## src/hw/rtl/xlvd_pkg.sv

```systemverilog
`timescale 1ns / 1ps

package xlvd_pkg;

  // Fixed field widths of the ports.
  localparam int SITE_W     = 12;
  localparam int IN_ANGLE_W = 16;
  localparam int CLASS_W    = 2;
  localparam int SUM_W      = 19;
  localparam int LOG_CFG_W  = 3;
  localparam int TOL_W      = 15;
  localparam int CFG_IDX_W  = 2;
  localparam int CFG_DATA_W = 15;

  // Request commands.
  localparam logic CMD_WRITE = 1'b0;
  localparam logic CMD_QUERY = 1'b1;

  // Vortex classes.
  localparam logic [CLASS_W-1:0] CLS_NONE = 2'd0;
  localparam logic [CLASS_W-1:0] CLS_CCW  = 2'd1;
  localparam logic [CLASS_W-1:0] CLS_CW   = 2'd2;

  // Configuration register indexes.
  localparam logic [CFG_IDX_W-1:0] CFG_LOG_SIZE  = 2'd0;
  localparam logic [CFG_IDX_W-1:0] CFG_TOLERANCE = 2'd1;
  localparam logic [CFG_IDX_W-1:0] CFG_ENABLE    = 2'd2;

  // Configuration reset values.
  localparam logic [LOG_CFG_W-1:0] LOG_SIZE_RST  = 3'd6;
  localparam logic [TOL_W-1:0]     TOLERANCE_RST = 15'd6554;
  localparam logic                 ENABLE_RST    = 1'b0;

  // Detection settings handed to the plaquette pipeline.
  typedef struct packed {
    logic [TOL_W-1:0] tolerance;
    logic             enable;
  } detect_cfg_t;

  // Tag that travels with a request through the pipeline.
  typedef struct packed {
    logic              cmd;
    logic [SITE_W-1:0] site;
  } item_tag_t;

endpackage

```

## src/hw/rtl/xlvd_plaquette.sv

```systemverilog
`timescale 1ns / 1ps

module xlvd_plaquette
  import xlvd_pkg::*;
#(
  parameter int ANGLE_BITS = 16
) (
  input  logic                         clk,
  input  logic                         rst_n,
  input  logic                         adv,
  input  logic                         in_valid,
  input  item_tag_t                    in_tag,
  input  logic [3:0][ANGLE_BITS-1:0]   corner_angle,
  input  detect_cfg_t                  cfg,
  output logic                         out_valid,
  output logic [CLASS_W-1:0]           out_vortex_class,
  output logic signed [SUM_W-1:0]      out_winding_sum,
  output logic [SITE_W-1:0]            out_queried_site
);

  localparam int SW = ANGLE_BITS + 3;
  localparam int CW = ((ANGLE_BITS > TOL_W) ? ANGLE_BITS : TOL_W) + 3;
  localparam logic signed [CW-1:0] TURN_C =
    {{(CW - ANGLE_BITS - 1){1'b0}}, 1'b1, {ANGLE_BITS{1'b0}}};

  // Stage one: the four shortest signed differences around the plaquette.
  logic [ANGLE_BITS-1:0]   d_raw      [4];
  logic signed [ANGLE_BITS:0] diff_nxt [4];
  logic signed [ANGLE_BITS:0] diff_r   [4];
  logic                    v1_r;
  item_tag_t               tag1_r;

  always_comb begin
    for (int k = 0; k < 4; k++) begin
      d_raw[k]    = corner_angle[(k + 1) % 4] - corner_angle[k];
      // Above half a turn the difference wraps to the negative side.
      diff_nxt[k] = {d_raw[k][ANGLE_BITS-1] & (|d_raw[k][ANGLE_BITS-2:0]), d_raw[k]};
    end
  end

  always_ff @(posedge clk) begin
    if (!rst_n) begin
      v1_r <= 1'b0;
    end else if (adv) begin
      v1_r <= in_valid;
    end
  end

  always_ff @(posedge clk) begin
    if (adv) begin
      tag1_r <= in_tag;
      for (int k = 0; k < 4; k++) begin
        diff_r[k] <= diff_nxt[k];
      end
    end
  end

  // Stage two: winding sum and the common-sign test.
  logic signed [SW-1:0] sum_nxt;
  logic signed [SW-1:0] sum_r;
  logic                 same_nxt;
  logic                 same_r;
  logic                 v2_r;
  item_tag_t            tag2_r;

  always_comb begin
    sum_nxt = SW'(diff_r[0]) + SW'(diff_r[1]) + SW'(diff_r[2]) + SW'(diff_r[3]);
    if (!diff_r[0][ANGLE_BITS]) begin
      same_nxt = !diff_r[1][ANGLE_BITS] && !diff_r[2][ANGLE_BITS] &&
                 !diff_r[3][ANGLE_BITS];
    end else begin
      same_nxt = (diff_r[1][ANGLE_BITS] || (diff_r[1] == '0)) &&
                 (diff_r[2][ANGLE_BITS] || (diff_r[2] == '0)) &&
                 (diff_r[3][ANGLE_BITS] || (diff_r[3] == '0));
    end
  end

  always_ff @(posedge clk) begin
    if (!rst_n) begin
      v2_r <= 1'b0;
    end else if (adv) begin
      v2_r <= v1_r;
    end
  end

  always_ff @(posedge clk) begin
    if (adv) begin
      tag2_r <= tag1_r;
      sum_r  <= sum_nxt;
      same_r <= same_nxt;
    end
  end

  // Stage three: window test against one full turn and the output register.
  logic signed [CW-1:0]    sum_c;
  logic signed [CW-1:0]    nsum_c;
  logic signed [CW-1:0]    tol_c;
  logic signed [CW-1:0]    win_lo;
  logic signed [CW-1:0]    win_hi;
  logic [SW+SUM_W-1:0]     sum_wide;
  logic [CLASS_W-1:0]      class_nxt;
  logic signed [SUM_W-1:0] osum_nxt;
  logic                    out_valid_r;
  logic [CLASS_W-1:0]      out_class_r;
  logic signed [SUM_W-1:0] out_sum_r;
  logic [SITE_W-1:0]       out_site_r;

  always_comb begin
    sum_c    = CW'(sum_r);
    nsum_c   = -sum_c;
    tol_c    = {{(CW - TOL_W){1'b0}}, cfg.tolerance};
    win_lo   = TURN_C - tol_c;
    win_hi   = TURN_C + tol_c;
    sum_wide = {{SUM_W{sum_r[SW-1]}}, sum_r};
    class_nxt = CLS_NONE;
    osum_nxt  = '0;
    if (tag2_r.cmd == CMD_QUERY) begin
      osum_nxt = sum_wide[SUM_W-1:0];
      if (cfg.enable && same_r) begin
        if (sum_c > win_lo && sum_c <= win_hi) begin
          class_nxt = CLS_CCW;
        end else if (nsum_c > win_lo && nsum_c <= win_hi) begin
          class_nxt = CLS_CW;
        end
      end
    end
  end

  always_ff @(posedge clk) begin
    if (!rst_n) begin
      out_valid_r <= 1'b0;
    end else if (adv) begin
      out_valid_r <= v2_r;
    end
  end

  always_ff @(posedge clk) begin
    if (adv) begin
      out_class_r <= class_nxt;
      out_sum_r   <= osum_nxt;
      out_site_r  <= tag2_r.site;
    end
  end

  assign out_valid        = out_valid_r;
  assign out_vortex_class = out_class_r;
  assign out_winding_sum  = out_sum_r;
  assign out_queried_site = out_site_r;

  // A counter-clockwise vortex always carries a positive winding sum.
  a_ccw_positive: assert property (@(posedge clk) disable iff (!rst_n)
    (adv && v2_r && class_nxt == CLS_CCW) |=> (out_sum_r > 0))
    else $error("counter-clockwise result with non-positive sum");

  // A clockwise vortex always carries a negative winding sum.
  a_cw_negative: assert property (@(posedge clk) disable iff (!rst_n)
    (adv && v2_r && class_nxt == CLS_CW) |=> (out_sum_r < 0))
    else $error("clockwise result with non-negative sum");

endmodule

```

## config.mk

```make
export PLATFORM = sky130hd
export DESIGN_NAME = xlvd_plaquette
export DESIGN_NICKNAME = d
export VERILOG_FILES = /design/src/hw/rtl/xlvd_pkg.sv /design/src/hw/rtl/xlvd_plaquette.sv
export SDC_FILE = /design/constraint.sdc
export NUM_CORES = 1
export LEC_CHECK = 0
export BUFFER_PORTS_ARGS = -buffer_cell sky130_fd_sc_hd__buf_2
export CORE_ASPECT_RATIO = 1.4
export CORE_MARGIN = 1
export CORE_UTILIZATION = 55
export CTS_CLUSTER_DIAMETER = 150
export DETAILED_ROUTE_END_ITERATION = 7
export PLACE_DENSITY = 0.76
export REMOVE_ABC_BUFFERS = 1
export SLEW_MARGIN = 15
export SYNTH_ARGS = -nofsm -noshare
export SYNTH_HDL_FRONTEND = slang
export SYNTH_SLANG_ARGS = --single-unit
export TNS_END_PERCENT = 20
```

## constraint.sdc

```tcl
create_clock -name clk -period 4.9 [get_ports clk]
set_clock_uncertainty 0.2 [all_clocks]
set_input_delay 0.98 -clock clk [delete_from_list [all_inputs] [get_ports clk]]
set_output_delay 0.98 -clock clk [all_outputs]
set_load 0.01 [all_outputs]
```

==> flow_metrics.env <==
export IMPL_antenna_violations_before_repair=0
export IMPL_design_final_nets=1496
export IMPL_crit_required_ps=4870
export IMPL_die_area_mm2=0.0214
export IMPL_type_of_the_worst_min_delay_path="reg2reg"
export IMPL_start_kind="flop"
export IMPL_run_status="finished with violations"
export IMPL_floorplan_initialDensity=0.560
export IMPL_cts_made_buffers=17
export IMPL_p_per_area_mw_per_mm2=488
export IMPL_antenna_left=0
export IMPL_worst_pin_slew_ps=953
export IMPL_report_final_setup_viol=0
export IMPL_synth_area_top_cells="edfxtp_1 (39%), ha_1 (15%), fa_1 (6.8%)"
export IMPL_crit_path_category="reg2reg"
export IMPL_ys_ff_latch=150
export IMPL_flow_area_growth_from_synthesis_pct=14.0
export IMPL_n_fill_cell=1680
export IMPL_avgSynthCellArea_um2=10.6
export IMPL_setup_total_negative_slack_ps=0
export IMPL_crit_path_max_fanout=3
export IMPL_ys_warnings=0
export IMPL_synthesis_instances=1080
export IMPL_worst_r2r_path_depth=16
export IMPL_violations="DRC"
export IMPL_port_bufs=130
export IMPL_max_clock_path_buffers=2
export IMPL_io_pin_count=131
export IMPL_reg2reg_to="sum_c[17]"
export IMPL_met1_length_mm=9.49
export IMPL_synthDominantCellAreaShare=0.387
export IMPL_sink_of_the_worst_hold_path="out_queried_site[7]"
export IMPL_synthArstFlopShare=0
export IMPL_met2_wirelength_mm=13.9
export IMPL_postCtsHoldBufs=0
export IMPL_worstSetupEndpointType="flop"
export IMPL_mappedNetlistArea_mm2=0.0114
export IMPL_insertedDiodeCount=0
export IMPL_clkSinkCount=150
export IMPL_routed_wire_length_per_instance_um=16.8
export IMPL_htree_num_levels=4
export IMPL_globalRouteOverflowTotal=0
export IMPL_grt_use_total=0.250
export IMPL_synth_area_mux_share=0.00263
export IMPL_floorplan_die_height_um=172
export IMPL_clk_lat_worst_skew_ps=420
export IMPL_synth_sequential_area_ratio=0.392
export IMPL_ff2ff_setup_slack_ps=540
export IMPL_synth_simple_gate_area_share=0.129
export IMPL_pin_count_of_the_biggest_net_entering_global_routing=106
export IMPL_dominant_combinational_cell_family_by_area_after_synthesis="adder cells"
export IMPL_wl_met3_um=690
export IMPL_hold_worst_slack_ps=211
export IMPL_route_detailed_vias_per_inst=5.58
export IMPL_via_count_of_the_first_global_routing_pass=8441
export IMPL_r2r_start="diff_r[3][1]"
export IMPL_post_cts_setup_buffers=0
export IMPL_upper_clock_frequency_limit_mhz=229
export IMPL_routabilityCongestion=0.942
export IMPL_remaining_drc_errors=3
export IMPL_core_area_mm2=0.0204
export IMPL_initialDrtViolationCount=340
export IMPL_detailedPlacementHpwl_mm=21.0
export IMPL_finalWirelength_mm=25.1
export IMPL_p_leak_uw=0.00586
export IMPL_holdPathStages=0
export IMPL_share_of_the_synthesized_area_in_compound_gates_ao_oa_aoi_oai=0.120
export IMPL_irDropWorstVdd_mv=0.331
export IMPL_design_power_total_uw=6340
export IMPL_highest_routed_metal_layer="met4"
export IMPL_number_of_hold_violations_in_the_final_report=0
export IMPL_post_cts_resized=0
export IMPL_clkSlewWorstSetupHoldPaths_ps=60
export IMPL_via_count=8351
export IMPL_yosys_cell_types_count=64
export IMPL_clockRootBuffer="clkbuf_16"
export IMPL_yosys_area_share_xor_xnor=0.0752
export IMPL_library_cell_occupying_the_most_area_in_the_post_synthesis_netlist="edfxtp_1"
export IMPL_layout_cells_most_common="inv_1"
export IMPL_post_synth_fa_ha_maj_area_fraction=0.220
export IMPL_drive_gt1_frac=0.153
export IMPL_worstHoldStart="tag2_r[7]"
export IMPL_worst_ep_arrival_time_ps=4330
export IMPL_mostFrequentLayoutCells="inv_1 (181), edfxtp_1 (147), ha_1 (133), buf_2 (129), xnor2_1 (73)"
export IMPL_grt_pass1_wl_mm=40.2
export IMPL_slew_violations=0
export IMPL_synth_edf_count=147
export IMPL_synth_main_ff_cell="edfxtp_1"
export IMPL_tritoncts="yes"
export IMPL_timing_max_cap_violations=0
export IMPL_grt_setup_unrepaired="false"
export IMPL_max_slew_margin_rel=0.365
export IMPL_std_cell_rows=62
export IMPL_fin_crit_ps=4360
export IMPL_drt_first_pass_iters=8
export IMPL_dieWidth_um=124
export IMPL_layout_worst_path_cycle_share=0.890
==> report_power, final <==
part	internal, uW	switching (uW)	total, uW
clock network	814	542	1360
logic	1350	1570	2920
registers	1820	248	2070
total	3990	2360	6340
==> registers in the layout (all words and copies together) (netlist names) <==
name	count
diff_r	68
out_queried_site	12
out_valid	1
out_vortex_class	2
out_winding_sum	19
same_r	1
sum_c	19
tag1_r	13
tag2_r	13
v1_r	1
v2_r	1
==> final cells by class <==
| cell class | count | area, um2 | area share |
|---|---|---|---|
| clock buffer | 17 | 425 | 0.0327 |
| clock inverter | 15 | 190 | 0.0146 |
| inverter | 181 | 679 | 0.0522 |
| multi-input combinational | 744 | 6240 | 0.480 |
| sequential | 150 | 4470 | 0.344 |
| tap | 256 | 320 | 0.0246 |
| timing repair buffer | 133 | 679 | 0.0522 |
==> worst max-delay path by stage <==
stage                                 from             to  slack (ps)  depth (start not counted)
final                         diff_r[3][1]      sum_c[17]         540                         16
after global routing          diff_r[3][1]      sum_c[17]         290                         16
after CTS                     diff_r[3][1]      sum_c[17]         580                         16
after detailed placement  corner_angle[32]  diff_r[2][16]         380                         11
after global placement    corner_angle[17]  diff_r[1][16]         490                         12
after floorplan           corner_angle[48]  diff_r[2][16]         840                         11
==> critical path, stage by stage, from the launching register on <==
cell and delay [ps]:
edfxtp_1 480, inv_1 120, fa_1 450, fa_1 470
inv_1 70, ha_1 180, inv_1 60, fa_1 400
nor2b_1 140, o21ai_0 120, a21boi_0 390, o21ba_2 200
nand3_1 130, a31o_2 260, o2111ai_1 210, a21oi_1 110
xnor2_1 120
==> cell families after synthesis <==
logic type                 after synthesis
and+or+nand+nor                        258
xor gates and xnor gates                98
DFF                                    150
adders and majority gates              179
AOI/OAI and AO/OA                      206
muxes                                    3
buffers and inverters                  186
==> per-layer routing <==
metal / global-route usage / vias to the layer above
met3: 0.0274 / 59
met1: 0.266 / 3927
met4: 0.133 / 0
met2: 0.472 / 207
met5: 0 / -
li1: - / 4158
==> synth_stat cells, types with 3 or more instances <==
cell,n
a211oi_1,12
a21o_1,32
a21oi_1,59
a31o_2,3
a31oi_1,9
a41oi_1,4
and2_1,21
and3_1,6
clkbuf_1,3
dfxtp_1,3
edfxtp_1,147
fa_1,39
ha_1,133
inv_1,181
maj3_1,6
mux2i_1,3
nand2_1,23
nand2b_1,4
nand3_1,16
nand4_1,10
nor2_1,49
nor2b_1,26
nor3_1,35
nor4_1,23
nor4b_1,3
o211ai_1,5
o21a_1,15
o21ai_0,29
o21ai_1,3
o21bai_1,3
o31a_1,12
or2_2,7
or3_1,4
or3b_2,4
or4_1,11
or4b_1,3
xnor2_1,73
xor2_1,25
==> through the flow <==
step / cell area [um2] / utilization / std cells / worst slack [ps]
after floorplan: 11400 / - / 1075 / 837
after global placement: 12400 / 0.608 / 1464 / 491
after detailed placement: 12400 / 0.608 / 1464 / 381
after CTS: 13000 / 0.638 / 1496 / 578
after global routing: 13000 / 0.638 / 1496 / 291
final: 13000 / 0.638 / 1496 / 540
(Power assumes the default switching activity.)
